### src/rtl/pli_pkg.sv
// ----------------------------------------------------------------------------
// pli_pkg: shared types, constants and functions
// Widths of the fixed-point datapath, the arctangent table and the
// quadrant fold used by the line intersection pipeline.
// ----------------------------------------------------------------------------
`default_nettype none

package pli_pkg;

   localparam int FRAC_BITS_DEF    = 16;
   localparam int CORDIC_STEPS_DEF = 16;

   // command codes carried in req_tuser
   localparam logic CMD_GIVEN   = 1'b0;
   localparam logic CMD_HEADING = 1'b1;

   // CORDIC x, y, z width (Q2.30 and 2^-32 turn angles with headroom)
   localparam int CW = 34;
   localparam logic signed [CW-1:0] CORDIC_GAIN = 34'sd652032874;

   localparam int D_W    = 64;   // |det|
   localparam int NUM_W  = 66;   // |numerator|
   localparam int REM_W  = 99;   // divider partial remainder
   localparam int QUO_W  = 35;   // divider quotient, bits 34..0

   localparam logic [31:0] DET_THRESHOLD_RESET = 32'd4295;

   function automatic logic [31:0] atan_turn(input int idx);
      logic [31:0] a;
      case (idx)
         0:       a = 32'd536870912;
         1:       a = 32'd316933406;
         2:       a = 32'd167458907;
         3:       a = 32'd85004756;
         4:       a = 32'd42667331;
         5:       a = 32'd21354465;
         6:       a = 32'd10679838;
         7:       a = 32'd5340245;
         8:       a = 32'd2670163;
         9:       a = 32'd1335087;
         10:      a = 32'd667544;
         11:      a = 32'd333772;
         12:      a = 32'd166886;
         13:      a = 32'd83443;
         14:      a = 32'd41722;
         15:      a = 32'd20861;
         16:      a = 32'd10430;
         17:      a = 32'd5215;
         18:      a = 32'd2608;
         19:      a = 32'd1304;
         20:      a = 32'd652;
         21:      a = 32'd326;
         22:      a = 32'd163;
         23:      a = 32'd81;
         default: a = 32'd0;
      endcase
      return a;
   endfunction

   // rotate (cos, sin) by q+1 quarter turns into the normal {nx, ny}
   function automatic logic [63:0] quad_rot(input logic [1:0] q,
                                           input logic signed [31:0] c,
                                           input logic signed [31:0] s);
      logic [63:0] r;
      case (q)
         2'd0:    r = {-s, c};
         2'd1:    r = {-c, -s};
         2'd2:    r = {s, -c};
         default: r = {c, s};
      endcase
      return r;
   endfunction

   typedef struct packed {
      logic               cmd;
      logic signed [31:0] p1x;
      logic signed [31:0] p1y;
      logic signed [31:0] p2x;
      logic signed [31:0] p2y;
      logic signed [31:0] n1x;
      logic signed [31:0] n1y;
      logic signed [31:0] n2x;
      logic signed [31:0] n2y;
      logic [1:0]         q1;
      logic [1:0]         q2;
   } item_type;

   typedef struct packed {
      logic               found;
      logic               neg_x;
      logic               neg_y;
      logic signed [31:0] p1x;
      logic signed [31:0] p1y;
      logic [D_W-1:0]     d;
   } div_type;

endpackage

`default_nettype wire

### src/rtl/pli_div_cell.sv
// ----------------------------------------------------------------------------
// pli_div_cell: one restoring divider step
// Resolves one quotient bit by a compare and subtract of the shifted divisor.
// ----------------------------------------------------------------------------
`default_nettype none

module pli_div_cell #(
   parameter int SHIFT = 0
) (
   input  wire logic                         clock,
   input  wire logic                         en,
   input  wire logic [pli_pkg::D_W-1:0]      d,
   input  wire logic [pli_pkg::REM_W-1:0]    src_rem,
   input  wire logic [pli_pkg::QUO_W-1:0]    src_quo,
   output logic [pli_pkg::REM_W-1:0]         dst_rem,
   output logic [pli_pkg::QUO_W-1:0]         dst_quo
);
   import pli_pkg::*;

   logic [REM_W-1:0] rem_ff, rem_in, dsh;
   logic [QUO_W-1:0] quo_ff, quo_in;
   logic             ge;

   always_comb begin
      dsh    = REM_W'(d) << SHIFT;
      ge     = (src_rem >= dsh);
      rem_in = ge ? (src_rem - dsh) : src_rem;
      quo_in = src_quo;
      quo_in[SHIFT] = ge;
   end

   always_ff @(posedge clock) begin
      if (en) begin
         rem_ff <= rem_in;
         quo_ff <= quo_in;
      end
   end

   assign dst_rem = rem_ff;
   assign dst_quo = quo_ff;

endmodule

`default_nettype wire
### config.mk
export PLATFORM = sky130hd
export DESIGN_NAME = pli_div_cell
export DESIGN_NICKNAME = d
export VERILOG_FILES = /design/src/rtl/pli_pkg.sv /design/src/rtl/pli_div_cell.sv
export SDC_FILE = /design/constraint.sdc
export NUM_CORES = 1
export LEC_CHECK = 0
export BUFFER_PORTS_ARGS = -buffer_cell sky130_fd_sc_hd__buf_4
export CAP_MARGIN = 20
export CORE_ASPECT_RATIO = 0.75
export CORE_UTILIZATION = 50
export DETAILED_ROUTE_END_ITERATION = 10
export PLACE_DENSITY = 0.88
export SYNTH_ARGS = -nofsm -noshare
export SYNTH_HDL_FRONTEND = slang
export SYNTH_SLANG_ARGS = --single-unit
### constraint.sdc
create_clock -name clock -period 3.9 [get_ports clock]
set_input_delay 0.585 -clock clock [delete_from_list [all_inputs] [get_ports clock]]
set_output_delay 0.585 -clock clock [all_outputs]
set_load 0.02 [all_outputs]
==> results.py <==
metrics = {
    "worst_setup_path": {
        "timing.critical_path.from": "d[0]",
        "start_kind": "input pin",
        "cp.arrival_ns": 4.01,
        "critical_path_class": "input pin to register",
        "worst-path-max-fanout": 3,
        "crit_path_end_kind": "register",
        "crit_required_ns": 4.07,
    },
    "final_layout": {
        "final_common_cell": "buf_4",
        "layout_common_cells": "buf_4 (479), a21oi_1 (145), edfxtp_1 (134)",
        "area_growth_pct": 44.21,
        "fill_cells": 1395,
        "drive_above_1_share_pct": 34.65,
        "nets": 1816,
        "diodes": 0,
        "post-route-util_pct": 73.72,
        "layout.cells.non_filler": 1817,
        "fin_area_um2": 14330,
    },
    "drt": {
        "ant_nets": 0,
        "num_vias": 10620,
        "wl_per_cell_um": 20.41,
        "drtPass1Iterations": 6,
        "drc_errors": 0,
        "drt_iter0_markers": 1191,
        "drt-total-wl_mm": 37.08,
        "via_per_inst": 5.846,
    },
    "hold_path": {
        "holdPathEnd": "dst_quo[7]",
        "hp-start": "src_quo[7]",
        "hold-path-cell-count": 1,
        "holdCritPathClass": "input pin to register",
    },
    "power_and_ir_drop": {
        "ir_drop_mv": 0.2885,
        "p_per_area_nw_per_um2": 379.2,
        "p_leak_nw": 6.403,
        "combPwrFrac_pct": 34.0,
        "p_sw_share_pct": 34.40,
        "p_total_mw": 5.432,
        "intPower_mw": 3.563,
        "p_clk_share_pct": 31.6,
        "pwr-share-seq_pct": 34.4,
        "power.switching_mw": 1.869,
    },
    "clock_tree": {
        "cts_root_buf": "clkbuf_16",
        "postCtsHoldBufs": 0,
        "clk_transition_reported_paths_ns": 0.07,
        "cts_sinks": 134,
        "cts_buffer_depth": 2,
        "cts_made_buffers": 17,
        "h-tree-depth": 4,
        "cts_tree": "done",
    },
    "synth": {
        "syn_nets": 1365,
        "async_flop_share_pct": 0,
        "synth_compound_area_share_pct": 17.96,
        "synthCells": 1100,
        "synthMuxAreaShare_pct": 1.360,
        "synth_simple_gate_area_share_pct": 18.00,
        "yosys_register_bits": 134,
        "yosysWarnings": 0,
        "syn_area_um2": 9935,
        "synth-xor-area-share_pct": 8.463,
        "ys_seq_area_share_pct": 40.50,
        "synth_edf_count": 134,
        "synth_top_family_by_area": "simple AND/OR/NAND/NOR gates",
        "ys.flop_type": "edfxtp_1",
        "yosys.area_share.adder_pct": 8.262,
        "synthDistinctLibCells": 63,
        "avgSynthCellArea_um2": 9.031,
    },
    "global_routing": {
        "grt_pass1_vias": 10270,
        "grt_usage_pct": 35.78,
        "gr-total-overflow": 0,
        "grt_max_degree": 76,
        "antenna_found_initial": 0,
        "grt_pass1_wl_mm": 54.68,
    },
    "timing": {
        "slew_headroom_pct": 47.82,
        "period_minus_slack_ns": 3.837,
        "max_freq_mhz": 260.6,
        "finalHoldViolCount": 0,
        "tightest_slew_ns": 0.7827,
        "drv_slew": 0,
        "setup_tns_ns": 0,
        "setup_viol": 0,
        "fin_crit_sh_pct": 98.38,
    },
    "die": {
        "die-height_um": 124.1,
        "start_util_pct": 51.12,
        "dieArea_um2": 20440,
        "die_w_um": 164.8,
        "coreArea_um2": 19430,
        "num_rows": 44,
        "ios": 334,
    },
    "placement": {
        "dp_hpwl_mm": 28.50,
        "port_buffers": 332,
        "globalplace.congestion": 0.9504,
        "place_area_um2": 13700,
        "dp_cells": 1785,
    },
    "outcome": {
        "outcome": "finished, final reports clean",
    },
    "job": {
        "maxCapViolations": 0,
    },
}
==> worst max path at each step <==
| stage | end | slack, ns | depth (start not counted) |
|---|---|---|---|
| final | dst_rem[90] | 0.06 | 15 |
| after detailed placement | dst_rem[95] | -0.13 | 17 |
| after CTS | dst_rem[90] | 0.15 | 15 |
| after global placement | dst_rem[90] | -0.09 | 15 |
| after global routing | dst_rem[90] | -0.04 | 15 |
| after floorplan | dst_rem[90] | 0.38 | 13 |
==> logic make-up after synthesis <==
kind of cell	count (synthesis)
AO/OA/AOI/OAI	299
XOR/XNOR	96
adder cells (fa/ha/maj)	65
buffers and inverters	140
flip-flops	134
multiplexers	12
AND/OR/NAND/NOR	354
==> per-stage QoR <==
step / hold WS, ns / setup slack (ns)
after global placement: 0.7633 / -0.09074
final: 0.3148 / 0.06329
after CTS: 0.3133 / 0.1463
after detailed placement: 0.7645 / -0.1315
after floorplan: 0.6839 / 0.3805
after global routing: 0.3017 / -0.03897
==> per-layer routing <==
| layer | wire (um) | part of all wire [%] | track usage, % |
|---|---|---|---|
| met3 | 3748 | 10 | 9.491 |
| met2 | 17220 | 46 | 59.03 |
| met5 | 0 | 0 | 0 |
| met1 | 14360 | 39 | 42.88 |
| met4 | 1747 | 4.7 | 19.21 |
==> flip-flops by register name, summed over array words and instances, names as in the netlist <==
signal   cells
dst_quo     35
dst_rem     99
==> power groups by stage <==
stage	logic, mW	clock network (mW)	registers, mW
finish	1.85	1.72	1.87
global route	1.96	1.77	1.89
CTS	1.81	1.71	1.87
detailed placement	1.79	0	1.90
global placement	1.75	0	1.89
floorplan	0.686	0	2.12
==> what timing repair did <==
item                       CTS  global route
setup buffers                0             0
setup endpoints to repair    0             5
gates resized for setup      0             3
==> worst max-delay path, stage by stage <==
cell and delay (ns):
buf_4 0.11, ha_1 0.23, inv_1 0.09, fa_1 0.24, a211oi_1 0.12, o21ai_0 0.24
a22oi_1 0.12, buf_4 0.17, a211oi_2 0.32, a31oi_1 0.21, o221ai_1 0.33, nand2_1 0.20
a2111oi_0 0.70, nor4_1 0.14, xor2_1 0.19
==> cells in the mapped netlist, types with 8 or more instances <==
library cell,instances,share of area (%)
o21a_1,8,0.60
a21o_1,19,1.4
nor2_1,117,4.4
o21ai_0,53,2.7
nand3_1,19,0.96
ha_1,64,8.1
nor4_1,15,0.94
mux2_2,12,1.4
o21bai_1,17,1.3
a21oi_1,145,7.3
clkbuf_1,41,1.5
nand3b_1,8,0.60
inv_1,90,3.4
nor2b_1,8,0.50
nand4_1,36,2.3
nor3_1,21,1.1
or3_1,8,0.50
nand2_1,75,2.8
edfxtp_1,134,41
xnor2_1,58,5.1
xor2_1,38,3.4
==> final cells by class <==
| cell class | instances | area [um2] | area share, % |
|---|---|---|---|
| clock buffer | 17 | 425.4 | 2.969 |
| timing repair buffer | 482 | 3647 | 25.46 |
| sequential | 134 | 4024 | 28.09 |
| clock inverter | 15 | 181.4 | 1.266 |
| inverter | 90 | 337.8 | 2.358 |
| tap | 253 | 316.6 | 2.210 |
| multi-input combinational | 826 | 5394 | 37.65 |
Power figures use the tool's default switching activity.
