File: src/rtl/pli_pkg.sv
// ----------------------------------------------------------------------------
// pli_pkg: shared types, constants and functions
// Widths of the fixed-point datapath, the arctangent table and the
// quadrant fold used by the line intersection pipeline.
// ----------------------------------------------------------------------------
`default_nettype none

package pli_pkg;

   localparam int FRAC_BITS_DEF    = 16;
   localparam int CORDIC_STEPS_DEF = 16;

   // command codes carried in req_tuser
   localparam logic CMD_GIVEN   = 1'b0;
   localparam logic CMD_HEADING = 1'b1;

   // CORDIC x, y, z width (Q2.30 and 2^-32 turn angles with headroom)
   localparam int CW = 34;
   localparam logic signed [CW-1:0] CORDIC_GAIN = 34'sd652032874;

   localparam int D_W    = 64;   // |det|
   localparam int NUM_W  = 66;   // |numerator|
   localparam int REM_W  = 99;   // divider partial remainder
   localparam int QUO_W  = 35;   // divider quotient, bits 34..0

   localparam logic [31:0] DET_THRESHOLD_RESET = 32'd4295;

   function automatic logic [31:0] atan_turn(input int idx);
      logic [31:0] a;
      case (idx)
         0:       a = 32'd536870912;
         1:       a = 32'd316933406;
         2:       a = 32'd167458907;
         3:       a = 32'd85004756;
         4:       a = 32'd42667331;
         5:       a = 32'd21354465;
         6:       a = 32'd10679838;
         7:       a = 32'd5340245;
         8:       a = 32'd2670163;
         9:       a = 32'd1335087;
         10:      a = 32'd667544;
         11:      a = 32'd333772;
         12:      a = 32'd166886;
         13:      a = 32'd83443;
         14:      a = 32'd41722;
         15:      a = 32'd20861;
         16:      a = 32'd10430;
         17:      a = 32'd5215;
         18:      a = 32'd2608;
         19:      a = 32'd1304;
         20:      a = 32'd652;
         21:      a = 32'd326;
         22:      a = 32'd163;
         23:      a = 32'd81;
         default: a = 32'd0;
      endcase
      return a;
   endfunction

   // rotate (cos, sin) by q+1 quarter turns into the normal {nx, ny}
   function automatic logic [63:0] quad_rot(input logic [1:0] q,
                                           input logic signed [31:0] c,
                                           input logic signed [31:0] s);
      logic [63:0] r;
      case (q)
         2'd0:    r = {-s, c};
         2'd1:    r = {-c, -s};
         2'd2:    r = {s, -c};
         default: r = {c, s};
      endcase
      return r;
   endfunction

   typedef struct packed {
      logic               cmd;
      logic signed [31:0] p1x;
      logic signed [31:0] p1y;
      logic signed [31:0] p2x;
      logic signed [31:0] p2y;
      logic signed [31:0] n1x;
      logic signed [31:0] n1y;
      logic signed [31:0] n2x;
      logic signed [31:0] n2y;
      logic [1:0]         q1;
      logic [1:0]         q2;
   } item_type;

   typedef struct packed {
      logic               found;
      logic               neg_x;
      logic               neg_y;
      logic signed [31:0] p1x;
      logic signed [31:0] p1y;
      logic [D_W-1:0]     d;
   } div_type;

endpackage

`default_nettype wire

File: src/rtl/pli_cordic_cell.sv
// ----------------------------------------------------------------------------
// pli_cordic_cell: one CORDIC rotation step
// Rotates (x, y) by the fixed angle of its step toward z = 0, registered.
// ----------------------------------------------------------------------------
`default_nettype none

module pli_cordic_cell #(
   parameter int STEP = 0
) (
   input  wire logic                          clock,
   input  wire logic                          en,
   input  wire logic signed [pli_pkg::CW-1:0] src_x,
   input  wire logic signed [pli_pkg::CW-1:0] src_y,
   input  wire logic signed [pli_pkg::CW-1:0] src_z,
   output logic signed [pli_pkg::CW-1:0]      dst_x,
   output logic signed [pli_pkg::CW-1:0]      dst_y,
   output logic signed [pli_pkg::CW-1:0]      dst_z
);
   import pli_pkg::*;

   localparam logic signed [CW-1:0] ANGLE = $signed({{(CW-32){1'b0}}, atan_turn(STEP)});

   logic signed [CW-1:0] x_ff, y_ff, z_ff;
   logic signed [CW-1:0] x_in, y_in, z_in;
   logic signed [CW-1:0] xs, ys;

   always_comb begin
      xs = src_x >>> STEP;
      ys = src_y >>> STEP;
      if (!src_z[CW-1]) begin
         x_in = src_x - ys;
         y_in = src_y + xs;
         z_in = src_z - ANGLE;
      end else begin
         x_in = src_x + ys;
         y_in = src_y - xs;
         z_in = src_z + ANGLE;
      end
   end

   always_ff @(posedge clock) begin
      if (en) begin
         x_ff <= x_in;
         y_ff <= y_in;
         z_ff <= z_in;
      end
   end

   assign dst_x = x_ff;
   assign dst_y = y_ff;
   assign dst_z = z_ff;

endmodule

`default_nettype wire

File: config.mk
export PLATFORM = sky130hd
export DESIGN_NAME = pli_cordic_cell
export DESIGN_NICKNAME = d
export VERILOG_FILES = /design/src/rtl/pli_pkg.sv /design/src/rtl/pli_cordic_cell.sv
export SDC_FILE = /design/constraint.sdc
export NUM_CORES = 1
export LEC_CHECK = 0
export ABC_AREA = 0
export BUFFER_PORTS_ARGS = -buffer_cell sky130_fd_sc_hd__buf_2
export CAP_MARGIN = 40
export CORE_MARGIN = 5
export CORE_UTILIZATION = 25
export DETAILED_ROUTE_END_ITERATION = 10
export PLACE_DENSITY = 0.5
export SYNTH_ARGS = -nofsm -noshare
export SYNTH_HDL_FRONTEND = slang
export SYNTH_SLANG_ARGS = --single-unit
File: constraint.sdc
create_clock -name clock -period 2.3 [get_ports clock]
set_input_delay 0.115 -clock clock [delete_from_list [all_inputs] [get_ports clock]]
set_output_delay 0.115 -clock clock [all_outputs]
set_load 0.02 [all_outputs]
==> results of run 1 <==
critical path: stages:
cell	delay, ns
buf_8	0.10
ha_4	0.25
or3_4	0.44
nor4_4	0.26
o2111ai_2	0.18
nand3_2	0.15
o211ai_4	0.11
o311ai_4	0.33
a311oi_2	0.18
a2bb2oi_2	0.17
xor2_1	0.14
state kept, by name, indices dropped and copies added, names as in the netlist:
register	count
dst_z	34
dst_x	34
dst_y	33
per-layer routing:
metal | share of wire [%] | global-route usage, % | up-vias
met2 | 46 | 27.1 | 288
li1 | - | - | 4533
met1 | 46 | 22.9 | 4320
met3 | 6.4 | 2.68 | 42
met4 | 2.3 | 5.85 | 2
met5 | 0.020 | 0 | -
cells in the mapped netlist, types with 4 or more instances:
| cell type | number |
|---|---|
| nor3_1 | 19 |
| o21a_1 | 8 |
| clkbuf_1 | 24 |
| buf_4 | 4 |
| ha_1 | 103 |
| nor2b_1 | 12 |
| o31ai_1 | 10 |
| nand4_1 | 10 |
| fa_1 | 4 |
| o21ai_0 | 76 |
| inv_1 | 108 |
| o211ai_1 | 7 |
| buf_2 | 11 |
| a211oi_1 | 10 |
| a21oi_1 | 117 |
| and3_1 | 5 |
| nor4_1 | 7 |
| and2_1 | 4 |
| a21o_1 | 17 |
| mux2i_1 | 10 |
| nand3_1 | 25 |
| o21bai_1 | 13 |
| or3_1 | 5 |
| xnor2_1 | 59 |
| edfxtp_1 | 101 |
| xor2_1 | 9 |
| nand2b_1 | 16 |
| nand2_1 | 44 |
| a221oi_1 | 4 |
| a31oi_1 | 9 |
| nor2_1 | 79 |
placed cells by master (no fill, tap or decap), types with 6 or more instances in the layout:
cell | Yosys | final
buf_4 | 4 | 280
buf_2 | 11 | 198
a21oi_1 | 117 | 102
inv_1 | 108 | 101
edfxtp_1 | 101 | 101
ha_1 | 103 | 86
nor2_1 | 79 | 77
o21ai_0 | 76 | 63
xnor2_1 | 59 | 59
nand2_1 | 44 | 43
dlygate4sd3_1 | 0 | 29
nand3_1 | 25 | 24
a21o_1 | 17 | 17
nand2b_1 | 16 | 15
nor3_1 | 19 | 15
ha_4 | 0 | 13
a21oi_2 | 0 | 12
o21bai_1 | 13 | 12
o21ai_1 | 2 | 11
nand4_1 | 10 | 10
mux2i_1 | 10 | 10
xor2_1 | 9 | 9
nor2b_1 | 12 | 9
clkbuf_16 | 0 | 9
o21a_1 | 8 | 8
o31ai_1 | 10 | 7
o211ai_1 | 7 | 7
a211oi_1 | 10 | 6
timing repair:
| action | CTS | global route |
|---|---|---|
| endpoints found under the setup margin | 20 | 36 |
| hold buffers | 29 | 0 |
| hold endpoints to repair | 29 | 0 |
| setup buffers | 2 | 5 |
| gates resized for setup | 27 | 94 |
| pin swaps | 15 | 38 |
cell type report:
| type | count | area [um^2] | area share [%] |
|---|---|---|---|
| tap | 461 | 577 | 4.21 |
| clock buffer | 10 | 229 | 1.67 |
| sequential | 101 | 3030 | 22.1 |
| multi-input combinational | 746 | 5870 | 42.8 |
| inverter | 112 | 430 | 3.14 |
| timing repair buffer | 516 | 3510 | 25.6 |
| clock inverter | 6 | 60.1 | 0.438 |
stage by stage:
step	instance area [um^2]	util, %	setup slack [ns]	power (mW)	setup TNS [ns]
2_1_floorplan	9040	-	-0.0664	4.13	-0.0995
3_3_place_gp	12600	35.4	-0.672	5.63	-17.03
3_5_place_dp	12600	35.4	-0.735	5.64	-17.77
4_1_cts	13200	37.3	-0.0621	7.38	-0.176
5_1_grt	13700	38.6	-0.134	7.87	-0.571
6_report	13700	38.6	0.00471	7.44	0
path summary, 6_finish.rpt:
kind	end	slack [ns]
worst min-delay path	dst_z[29]	0.03
worst max-delay path	dst_x[30]	0.005
cell families (layout without fill, tap and decap cells):
logic type               count (synthesis)  count (layout)  synth area share, %
AO/OA/AOI/OAI                          321             321                 23.0
AND/OR/NAND/NOR                        240             240                 13.2
buffers and inverters                  155             644                 6.83
adder cells (fa/ha/maj)                107             107                 15.3
flip-flops                             101             101                 33.9
XOR/XNOR                                68              68                 6.65
multiplexers                            10              10                 1.12
power by group:
group          switching [mW]  internal (mW)  leakage, nW  total [mW]
sequential              0.100           2.38        0.988        2.48
clock                   0.771          0.845        0.142        1.62
combinational            1.87           1.48         5.07        3.35
==> results.sh, run 1 <==
export IMPL_cts_buffer_depth=2
export IMPL_relSlewSlack_pct=55.3
export IMPL_power_leakage_nw=6.20
export IMPL_vias=9185
export IMPL_track_usage_pct=16.8
export IMPL_htreeDepth=3
export IMPL_synth_seq_cells=101
export IMPL_numCtsBuffers=9
export IMPL_fin_cells=1952
export IMPL_netlist_area_mm2=0.00895
export IMPL_synth_area_leader_cell="edfxtp_1"
export IMPL_wl_per_cell_um=17.7
export IMPL_gp_congestion=0.923
export IMPL_synth_edff_count=101
export IMPL_fillers=3575
export IMPL_setup_viol=0
export IMPL_async_reset_ff_share_pct=0
export IMPL_chipWidth_um=199
export IMPL_num_rows=69
export IMPL_vias_per_cell=4.71
export IMPL_dieArea_mm2=0.0397
export IMPL_whs_path_depth=2
export IMPL_syn_avg_cell_area_um2=8.93
export IMPL_maxCapViolCount=0
export IMPL_fin_nets=1697
export IMPL_antenna_left=0
export IMPL_powerDensity_mw_per_mm2=543
export IMPL_antenna_found_initial=1
export IMPL_grt_pass1_vias=9248
export IMPL_start_kind="input port"
export IMPL_peakVddDrop_uv=394
export IMPL_core_area_mm2=0.0355
export IMPL_area_delta_synth_final_pct=53.2
export IMPL_dp_final_hpwl_mm=28.1
export IMPL_cts_root_buf="clkbuf_16"
export IMPL_syn_nets=1213
export IMPL_synth_seq_area_share_pct=33.9
export IMPL_holdWs_ns=0.0318
export IMPL_wirelength_mm=34.5
export IMPL_syn_inst=1002
export IMPL_grt_pass1_wl_mm=51.9
export IMPL_drt_pass1_iterations=5
export IMPL_fmax_mhz=436
export IMPL_crit_start="src_y[14]"
export IMPL_hp_start="src_z[29]"
export IMPL_critPathRequiredTime_ns=2.44
export IMPL_hold_path_class="input port to flip-flop"
export IMPL_first_iter_violations=440
export IMPL_placed_cells=1901
export IMPL_layout_drive_gt1_share_pct=41.1
export IMPL_post_route_period_util_pct=99.8
export IMPL_drc=0
export IMPL_arrival_ns=2.43
export IMPL_drv_slew=0
export IMPL_ys_flop_type="edfxtp_1"
export IMPL_synth_top_area_share_pct=33.9
export IMPL_cp_max_fo=5
export IMPL_min_period_ns=2.30
export IMPL_clkTransAtPathRegs_ns=0.08
export IMPL_synth_distinct_cells=80
export IMPL_worstSetupPathType="input port to flip-flop"
export IMPL_ys_warn_count=0
export IMPL_synth_area_leaders="edfxtp_1 34%, ha_1 14%, a21oi_1 6.5%"
export IMPL_io_pins=206
export IMPL_antenna_cells=0
export IMPL_grt_max_degree=60
export IMPL_io_buffers=205
export IMPL_die_y_um=199
export IMPL_start_util_pct=25.2
export IMPL_rsz0062_at_grt="yes"
export IMPL_hold_viol_final=0
export IMPL_overflow=0
export IMPL_clock_sinks=101
export IMPL_cts_tree="done"
export IMPL_tightest_slew_ns=0.671
export IMPL_end_kind="flip-flop"
export IMPL_outcome="complete, no violations"
Power figures use the tool's default switching activity.
==> run 2: changes to the inputs <==
- BUFFER_PORTS_ARGS: -buffer_cell sky130_fd_sc_hd__buf_2 -> -buffer_cell sky130_fd_sc_hd__clkbuf_2
- CORE_UTILIZATION: 25 -> 40
- PLACE_DENSITY: 0.5 -> 0.7
==> run 2 against run 1 <==
The flow now finishes with violations (setup timing). Sequential power about the same. Wire length down 6.3%. Count of clock-buffer cells in the layout down 1. Critical path type unchanged. Critical endpoint is now dst_x[16].
==> results.sh, run 2 (synthesis gave the netlist of run 1 again) <==
export IMPL_outcome="complete, but fails checks"
export IMPL_violations="setup timing"
export IMPL_vias=9427
export IMPL_post_route_period_util_pct=101
export IMPL_placed_cells=1732
export IMPL_relSlewSlack_pct=57.8
export IMPL_clock_sinks=101
export IMPL_vias_per_cell=5.27
export IMPL_tightest_slew_ns=0.629
export IMPL_wl_per_cell_um=18.0
export IMPL_first_iter_violations=636
export IMPL_start_util_pct=40.8
export IMPL_peakVddDrop_uv=326
export IMPL_start_kind="input port"
export IMPL_io_pins=206
export IMPL_gp_congestion=0.934
export IMPL_drc=0
export IMPL_finalPower_mw=7.45
export IMPL_fmax_mhz=429
export IMPL_powerDensity_mw_per_mm2=543
export IMPL_maxCapViolCount=0
export IMPL_wirelength_mm=32.3
export IMPL_overflow=0
export IMPL_fin_area_mm2=0.0137
export IMPL_chipWidth_um=160
export IMPL_layout_common_cells="298 x buf_4, 194 x clkbuf_2, 101 x edfxtp_1"
export IMPL_critPathRequiredTime_ns=2.44
export IMPL_track_usage_pct=24.4
export IMPL_num_rows=54
export IMPL_layout_commonest_cell="buf_4"
export IMPL_hold_viol_final=0
export IMPL_numCtsBuffers=9
export IMPL_dp_final_hpwl_mm=25.4
export IMPL_htreeDepth=3
export IMPL_antenna_found_initial=0
export IMPL_cts_root_buf="clkbuf_16"
export IMPL_antenna_cells=0
export IMPL_drv_slew=0
export IMPL_grt_pass1_wl_mm=50.6
export IMPL_die_y_um=160
export IMPL_grt_pass1_vias=9564
export IMPL_arrival_ns=2.47
export IMPL_drt_pass1_iterations=5
export IMPL_io_buffers=205
export IMPL_dpl_cell_area_mm2=0.0124
export IMPL_holdWs_ns=0.0167
export IMPL_worstSetupPathType="input port to flip-flop"
export IMPL_fin_nets=1717
export IMPL_antenna_left=0
export IMPL_layout_drive_gt1_share_pct=42.4
export IMPL_fillers=1881
export IMPL_tns_ns=-0.0588
export IMPL_core_area_mm2=0.0220
export IMPL_rsz0062_at_grt="yes"
export IMPL_min_period_ns=2.33
export IMPL_cts_buffer_depth=2
export IMPL_cp_max_fo=4
export IMPL_setup_viol=3
export IMPL_power_leakage_nw=6.34
export IMPL_grt_max_degree=102
export IMPL_dieArea_mm2=0.0255
export IMPL_area_delta_synth_final_pct=53.4
export IMPL_end_kind="flip-flop"
export IMPL_fin_cells=1790
export IMPL_clkTransAtPathRegs_ns=0.10
export IMPL_cts_tree="done"
export IMPL_layout_setup_ws_ns=-0.0296
export IMPL_hold_path_class="input port to flip-flop"
run 2: stage by stage:
stage               util [%]  setup WS [ns]
floorplan                  -        -0.0664
global placement        56.5         -0.648
detailed placement      56.5         -0.595
CTS                     60.1       -0.00901
global route            62.5        -0.0907
finish                  62.5        -0.0296
run 2: final timing paths:
path	start	endpoint	slack, ns	cells after the start
max	src_y[6]	dst_x[16]	-0.03	16
min	src_z[29]	dst_z[29]	0.02	2
run 2: metal layers:
metal | wire [um] | global-route usage, % | vias up
li1 | - | - | 4581
met1 | 14700 | 33.5 | 4437
met2 | 15000 | 40.2 | 376
met3 | 2070 | 4.19 | 33
met4 | 518 | 6.07 | 0
met5 | 0 | 0 | -
run 2: critical path, cell delays in order:
cell and delay, ns:
clkbuf_2 0.13, buf_4 0.13, inv_1 0.04, ha_1 0.21, buf_4 0.16, nor3_1 0.24
nor2_1 0.12, o22a_1 0.25, a21bo_2 0.22, buf_4 0.15, buf_4 0.12, buf_4 0.12
nor2_1 0.09, a21oi_1 0.06, buf_4 0.18, xnor2_1 0.13
run 2: where the power goes:
group,internal [mW],total [mW],switching (mW)
Combinational,1.52,3.39,1.87
Sequential,2.38,2.47,0.0926
Clock,0.756,1.60,0.841
run 2: area by class of cell:
cell class	instances	area, um^2	share of cell area [%]
Tap cell	280	350	2.55
Clock inverter	6	56.3	0.410
Timing Repair Buffer	536	3700	27.0
Sequential cell	101	3030	22.1
Clock buffer	9	225	1.64
Inverter	112	428	3.12
Multi-Input combinational cell	746	5940	43.2
run 2: timing repair:
item | 4_1_cts | 5_1_grt
resized for setup | 35 | 113
hold buffers | 29 | 0
buffers inserted | 4 | 12
pin swaps | 11 | 41
endpoints found under the setup margin | 17 | 29
hold endpoints to repair | 29 | 0
==> run 3: changes to the inputs <==
==> constraint.sdc (replaced) <==
create_clock -name clock -period 2.3 [get_ports clock]
set_input_delay 0.575 -clock clock [delete_from_list [all_inputs] [get_ports clock]]
set_output_delay 0.575 -clock clock [all_outputs]
set_load 0.02 [all_outputs]
==> run 3 against run 2 <==
The run still ends with setup timing left. Non-clock buffer count increased by 12. Die area unchanged. Final cell count increased by 0.67%. Setup slack got worse by 0.49 ns. Maximum frequency decreased by 17%. Clock power decreased by 4%. Sequential share of layout area decreased by 1.6 points. Largest cell class unchanged. Highest routed layer unchanged.
==> results.sh, run 3 (synthesis gave the netlist of run 1 again) <==
export IMPL_worstSetupPathType="input port to flip-flop"
export IMPL_layout_drive_gt1_share_pct=51.5
export IMPL_path_buf_inv=2
export IMPL_drv_slew=0
export IMPL_antenna_found_initial=0
export IMPL_relSlewSlack_pct=62.4
export IMPL_num_rows=54
export IMPL_die_y_um=160
export IMPL_cp_max_fo=4
export IMPL_min_period_ns=2.82
export IMPL_p_comb_share_pct=49.0
export IMPL_first_iter_violations=819
export IMPL_layout_commonest_cell="buf_4"
export IMPL_antenna_cells=0
export IMPL_chipWidth_um=160
export IMPL_htreeDepth=3
export IMPL_holdWs_ns=0.393
export IMPL_io_pins=206
export IMPL_clkPwrFrac_pct=19.6
export IMPL_utilization_pct=67.3
export IMPL_rsz0062_at_grt="yes"
export IMPL_antenna_left=0
export IMPL_maxCapViolCount=0
export IMPL_cpMaxStageDelayCell="or3_4"
export IMPL_start_util_pct=40.8
export IMPL_area_delta_synth_final_pct=65.0
export IMPL_numCtsBuffers=9
export IMPL_dpl_cell_area_mm2=0.0129
export IMPL_hold_viol_final=0
export IMPL_layout_common_cells="306 x buf_4, 186 x clkbuf_2, 101 x edfxtp_1"
export IMPL_slowest_delay_ns=0.42
export IMPL_peakVddDrop_uv=330
export IMPL_p_sw_mw=2.93
export IMPL_post_route_period_util_pct=123
export IMPL_violations="setup timing"
export IMPL_end_kind="flip-flop"
export IMPL_grt_max_degree=44
export IMPL_fin_area_mm2=0.0148
export IMPL_tightest_slew_ns=0.558
export IMPL_core_area_mm2=0.0220
export IMPL_outcome="complete, but fails checks"
export IMPL_dp_final_hpwl_mm=25.0
export IMPL_gp_congestion=0.934
export IMPL_setup_viol=47
export IMPL_cts_root_buf="clkbuf_16"
export IMPL_layout_setup_ws_ns=-0.520
export IMPL_drt_pass1_iterations=5
export IMPL_grt_pass1_wl_mm=50.4
export IMPL_powerDensity_mw_per_mm2=530
export IMPL_intPower_mw=4.90
export IMPL_io_buffers=205
export IMPL_dieArea_mm2=0.0255
export IMPL_pre_cts_ws_ns=-0.940
export IMPL_cpLargestDelayFamily="compound AO/OA/AOI/OAI gates"
export IMPL_cts_tree="done"
export IMPL_finalPower_mw=7.83
export IMPL_seqPwrFrac_pct=31.5
export IMPL_drc=0
export IMPL_fin_nets=1729
export IMPL_wl_per_cell_um=18.1
export IMPL_crit_path_cell_trace="clkbuf_16, inv_12, ha_4, or3_4, nor4_4, o2111ai_2, nand3_2, o211ai_4, o311ai_4, a311oi_2, a2bb2oi_2, xor2_1"
export IMPL_grt_pass1_vias=9717
export IMPL_hold_path_class="input port to flip-flop"
export IMPL_clkTransAtPathRegs_ns=0.08
export IMPL_vias_per_cell=5.41
export IMPL_arrival_ns=2.94
export IMPL_switching_share_pct=37.4
export IMPL_wirelength_mm=32.7
export IMPL_fmax_mhz=355
export IMPL_overflow=0
export IMPL_vias=9750
export IMPL_power_leakage_nw=6.71
export IMPL_track_usage_pct=24.2
export IMPL_start_kind="input port"
export IMPL_critPathRequiredTime_ns=2.42
export IMPL_clock_sinks=101
export IMPL_cts_buffer_depth=2
## run 3: worst paths after layout
check,slack [ns],from,depth (start not counted),to
max,-0.52,src_x[15],12,dst_x[30]
min,0.39,src_z[10],1,dst_z[10]
## run 3: per-layer routing
| layer | GRT usage [%] | part of all wire, % |
|---|---|---|
| met4 | 5.60 | 2.1 |
| met2 | 41.1 | 48 |
| met5 | 0 | 0 |
| met1 | 32.0 | 43 |
| met3 | 4.69 | 7.1 |
## run 3: area by class of cell
class / instances / area (um^2)
Fill cell: 1683 / 7190
Multi-Input combinational cell: 746 / 6610
Timing Repair Buffer: 548 / 4000
Sequential cell: 101 / 3030
Inverter: 112 / 489
Tap cell: 280 / 350
Clock buffer: 9 / 225
Clock inverter: 6 / 56.3
## run 3: per-stage QoR
| step | instances | setup TNS, ns |
|---|---|---|
| after floorplan | 1002 | -8.45 |
| after global placement | 1744 | -34.35 |
| after detailed placement | 1744 | -35.86 |
| after CTS | 1786 | -10.07 |
| after global routing | 1802 | -15.72 |
| final | 1802 | -12.84 |
## run 3: power by group through the flow
stage / clock network [mW] / logic [mW] / registers (mW)
global placement: 0 / 3.17 / 2.50
global route: 1.64 / 4.08 / 2.49
floorplan: 0 / 1.44 / 2.83
detailed placement: 0 / 3.21 / 2.51
CTS: 1.56 / 3.54 / 2.47
finish: 1.53 / 3.84 / 2.47
## run 3: what timing repair did
| item | 4_1_cts | 5_1_grt |
|---|---|---|
| pin swaps | 76 | 63 |
| hold buffers | 0 | 0 |
| setup buffers | 30 | 21 |
| resized for setup | 157 | 121 |
| setup endpoints to repair | 50 | 53 |
